File: config.mk
export PLATFORM = sky130hd
export DESIGN_NAME = chse_ram
export DESIGN_NICKNAME = d
export VERILOG_FILES = /design/src/chained_hash_set_engine_defines.svh /design/src/chse_ram.sv
export SDC_FILE = /design/constraint.sdc
export NUM_CORES = 1
export LEC_CHECK = 0
export BUFFER_PORTS_ARGS = -buffer_cell sky130_fd_sc_hd__buf_4
export CORE_MARGIN = 5
export CORE_UTILIZATION = 55
export CTS_CLUSTER_SIZE = 8
export DETAILED_ROUTE_END_ITERATION = 12
export PLACE_DENSITY = 0.79
export SLEW_MARGIN = 25
export SYNTH_ARGS = -nofsm -noshare
export SYNTH_HDL_FRONTEND = slang
export SYNTH_SLANG_ARGS = --single-unit
File: constraint.sdc
create_clock -name clk -period 3.5 [get_ports clk]
set_input_delay 0.175 -clock clk [delete_from_list [all_inputs] [get_ports clk]]
set_output_delay 0.175 -clock clk [all_outputs]
set_load 0.02 [all_outputs]
File: src/chained_hash_set_engine_defines.svh
// Assertion helpers shared by the chained hash set engine.
`ifndef CHAINED_HASH_SET_ENGINE_DEFINES_SVH
`define CHAINED_HASH_SET_ENGINE_DEFINES_SVH

// Same-cycle implication, checked outside reset.
`define CHSE_ASSERT_NOW(lbl, ante, cons, msg) \
    lbl: assert property (@(posedge clk) disable iff (!rst_n) (ante) |-> (cons)) \
        else $error(msg);

// Next-cycle implication, checked outside reset.
`define CHSE_ASSERT_NEXT(lbl, ante, cons, msg) \
    lbl: assert property (@(posedge clk) disable iff (!rst_n) (ante) |=> (cons)) \
        else $error(msg);

`endif

File: src/chse_ram.sv
`timescale 1ns / 1ps

module chse_ram #(
    parameter int WIDTH = 8,
    parameter int DEPTH = 16,
    localparam int AW = (DEPTH > 1) ? $clog2(DEPTH) : 1
) (
    input  logic             clk,
    input  logic             we,
    input  logic [AW-1:0]    waddr,
    input  logic [WIDTH-1:0] wdata,
    input  logic [AW-1:0]    raddr,
    output logic [WIDTH-1:0] rdata
);

    logic [WIDTH-1:0] mem [DEPTH];

    // One write port and one registered read port.
    always_ff @(posedge clk)
    begin
        if (we)
        begin
            mem[waddr] <= wdata;
        end
        rdata <= mem[raddr];
    end

endmodule

---- Word-level counts from Yosys, hierarchy flattened ----
Memory sizes are Yosys's and may differ from the RTL's. A register that Yosys moved wholly into a read port is not among the register bits.
Cells that the tools add are included.
Widths: inputs -> output; s select.
cells by class
  mux-type cells .......................... 2
operators with widths
  operator  number
  $mux 1    2
storage, ports and cells
  register bits after elaboration ......... 0
  RAM bits ................................ 128
  word-level logic and storage cells ...... 3
  memories kept ........................... 1
memory list
  memory  words  bits a word  read ports  clocked after Yosys merged registers in  wr ports  RTL line        text
  mem     16     8            1           1                                        1         chse_ram.sv:16  logic [WIDTH-1:0] mem [DEPTH];

---- Longest topological paths before layout ----
  depth in word-level cells ............... 2
  mapped depth ............................ 5

---- Least setup slack after synthesis ----
No wires, ideal clock.
  kind .................................... input to register
  start ................................... in waddr[2]
  end ..................................... mem mem[0][0], enable pin
  library setup time ...................... 0.383 ns
  data arrival time ....................... 1.285 ns
  required time ........................... 3.117 ns
  setup slack ............................. 1.832 ns
  stages .................................. 2
  buffers on the path ..................... 0
  cell sequence ........................... or3b_2 -> nor3_1
RTL lines
  item         RTL line        text
  from (decl)  chse_ram.sv:10  input logic [AW-1:0] waddr,
  to (decl)    chse_ram.sv:16
No word-level cell before the write port.

==> flow_metrics.tcl <==
set metrics [dict create \
    status "finished clean" \
    finalSetupViolCount 0 \
    totalWireLength_mm 9.36 \
    synth-compound-area-share_pct 2.33 \
    pin_count 26 \
    grt_use_total_pct 18.1 \
    power.total_mw 3.83 \
    synth_cell_types 19 \
    peakVddDrop_uv 371 \
    die_h_um 107 \
    worst_setup_path_start_kind "register" \
    start_util_pct 56.0 \
    cp-end-kind "register" \
    worstPathArrival_ns 1.77 \
    max_slew_margin_pct 38.4 \
    grt_max_degree 33 \
    fp-row-count 35 \
    synth_top_family_by_area "multiplexers" \
    maxCapViolCount 0 \
    synth_cells 229 \
    worstSetupPathType "reg -> reg" \
    min_period_over_period_pct 39.5 \
    p_switching_uw 770 \
    multiInputGateArea_um2 1070 \
    antenna_found_initial 0 \
    ant_nets 0 \
    crit_chain "mux4_1 > a22oi_1 > nand2_1" \
    yosysWarnings 0 \
    crit_cells 3 \
    hold_path_class "in -> reg" \
    cts_tree "done" \
    rsz0062_at_grt "no" \
    finalNonFillerCells 397 \
    drt-pass1-iter-count 4 \
    worstPathRequired_ns 3.89 \
    cts_buffers 17 \
    drive_above_1_share_pct 28.0 \
    htree_levels 4 \
    syn_nets 247 \
    hold_viol_final 0 \
    clkPwrFrac_pct 47.3 \
    crit_slowest_cell "mux4_1" \
    holdPathStages 2 \
    synth-seq-cells 136 \
    synth_mux_area_share_pct 15.0 \
    grt_pass1_wl_mm 14.7 \
    pwr-share-comb_pct 4.9 \
    fin_hold_ws_ns 0.0992 \
    r2r_cells 3 \
    synthSimpleGateAreaFrac_pct 3.18 \
    clock_sinks 136 \
    synth_fa_ha_area_share_pct 0 \
    ff_latch_area_um2 4000 \
    p_leak_nw 2.06 \
    fin_worst_skew_ns 0.00773 \
    routed_via_density 6.02 \
    dieArea_um2 11400 \
    cts_setup_buffers 0 \
    area_growth_pct 18.7 \
    synth_xor_xnor_area_share_pct 0 \
    slowest_delay_ns 0.52 \
    crit_buf_inv 0 \
    portBuffers 25 \
    seq_area_frac_synth_pct 77.8 \
    fill_cells 589 \
    n_antenna_cell 0 \
    synth_top_area_share_pct 74.7 \
    gp_congestion 0.747 \
    dp_hpwl_mm 5.87 \
    cts_root_buf "clkbuf_8" \
    finalCriticalPeriod_ns 1.38 \
    crit_path_max_fanout 1 \
    insertion_delay_ns 0.51 \
    drc 0 \
    yosysTopAreaCell "edfxtp_1" \
    fmax_mhz 723 \
    syn_area_per_cell_um2 22.5 \
    tightestPinTransition_ns 0.921 \
    power.density_nw_per_um2 627 \
    cts_buffer_depth 2 \
    p_int_mw 3.06 \
    seqPwrFrac_pct 47.8 \
    core_um2 9200 \
    switching_share_pct 20.1 \
    die_w_um 107 \
    layout.nets 291 \
    slew_violations 0 \
    route.vias.total 2390 \
    finalSetupTns_ns 0 \
    drt_iter0_drc 213 \
    grt_pass1_vias 2563 \
    synth.area.top_cells "edfxtp_1 75%, mux4_2 7.9%, mux4_1 7.1%" \
    cts_resized 0 \
    syn_area_um2 5150 \
    clk_pin_slew_ns 0.06 \
    wire_per_inst_um 23.6 \
    overflow 0 \
    place_inst 357 \
    postLayoutCoreUtil_pct 66.4 \
    cp_top_family "multiplexers" \
]
## power by group through the flow
stage / Clock (mW) / Sequential (mW) / Combinational (mW)
global route: 1.92 / 1.84 / 0.203
CTS: 1.84 / 1.83 / 0.190
detailed placement: 0 / 1.87 / 0.182
finish: 1.81 / 1.83 / 0.188
global placement: 0 / 1.86 / 0.176
floorplan: 0 / 1.88 / 0.0924
## metal layers
metal / global-route usage, % / routed length (µm) / part of all wire, %
met1: 25.7 / 4030 / 43
met2: 27.2 / 4710 / 50
met3: 6.14 / 580 / 6.2
met5: 0 / 0 / 0
met4: 4.93 / 35 / 0.37
## cell type report
class | instances | share of cell area [%]
Clock buffer | 17 | 6.78
Clock inverter | 15 | 3.30
Multi-Input combinational cell | 83 | 17.5
Sequential cell | 136 | 65.5
Tap cell | 111 | 2.27
Timing Repair Buffer | 35 | 4.63
## registers in the layout, summed over array words and instances (netlist names)
name and count:
rdata 8, mem 128
## path summary, 6_finish.rpt
check                      start                   to  slack (ns)
min                     waddr[0]  mem[4][7]$_DFFE_PP_         0.1
max reg2reg  mem[9][1]$_DFFE_PP_     rdata[1]$_DFF_P_        2.12
min reg2reg  mem[7][1]$_DFFE_PP_     rdata[1]$_DFF_P_        0.66
max          mem[9][1]$_DFFE_PP_     rdata[1]$_DFF_P_        2.12
## through the flow
step / area (µm²) / setup slack, ns
floorplan: 5150 / 1.83
global placement: 5400 / 1.59
detailed placement: 5410 / 1.64
CTS: 6110 / 2.12
global route: 6110 / 2.00
finish: 6110 / 2.12
## cell usage after synthesis
cell / instances
buf_2: 3
and2b_1: 1
buf_6: 3
nor2b_1: 1
clkdlybuf4s25_2: 3
mux4_2: 18
nand3_1: 1
buf_4: 1
mux4_1: 14
or3b_2: 1
and2_1: 1
a22oi_1: 16
dfxtp_1: 8
nand2b_1: 2
edfxtp_1: 128
nand3b_1: 2
nor2_1: 13
nor3_1: 4
nand2_1: 9
## layout by cell type (no fill, tap or decap), drive strengths merged, types with 3 or more instances in the layout
master,netlist,final
nand2,9,9
dfxtp,8,8
clkinvlp,0,3
edfxtp,128,128
dlygate4sd3,0,8
clkinv,0,6
nor3,4,4
a22oi,16,16
bufinv,0,4
mux4,32,32
nor2,13,13
buf,7,27
clkbuf,0,17
## cells by family (layout without fill, tap and decap cells)
| family | count (synthesis) | count (layout) |
|---|---|---|
| AOI/OAI and AO/OA | 16 | 16 |
| and+or+nand+nor | 35 | 35 |
| buffers and inverters | 10 | 67 |
| DFF | 136 | 136 |
| muxes | 32 | 32 |
## repair_timing
action,in CTS,in global routing
hold endpoints to repair,128,0
hold buffers,8,0
setup endpoints to repair,0,0
(Power assumes the default switching activity.)
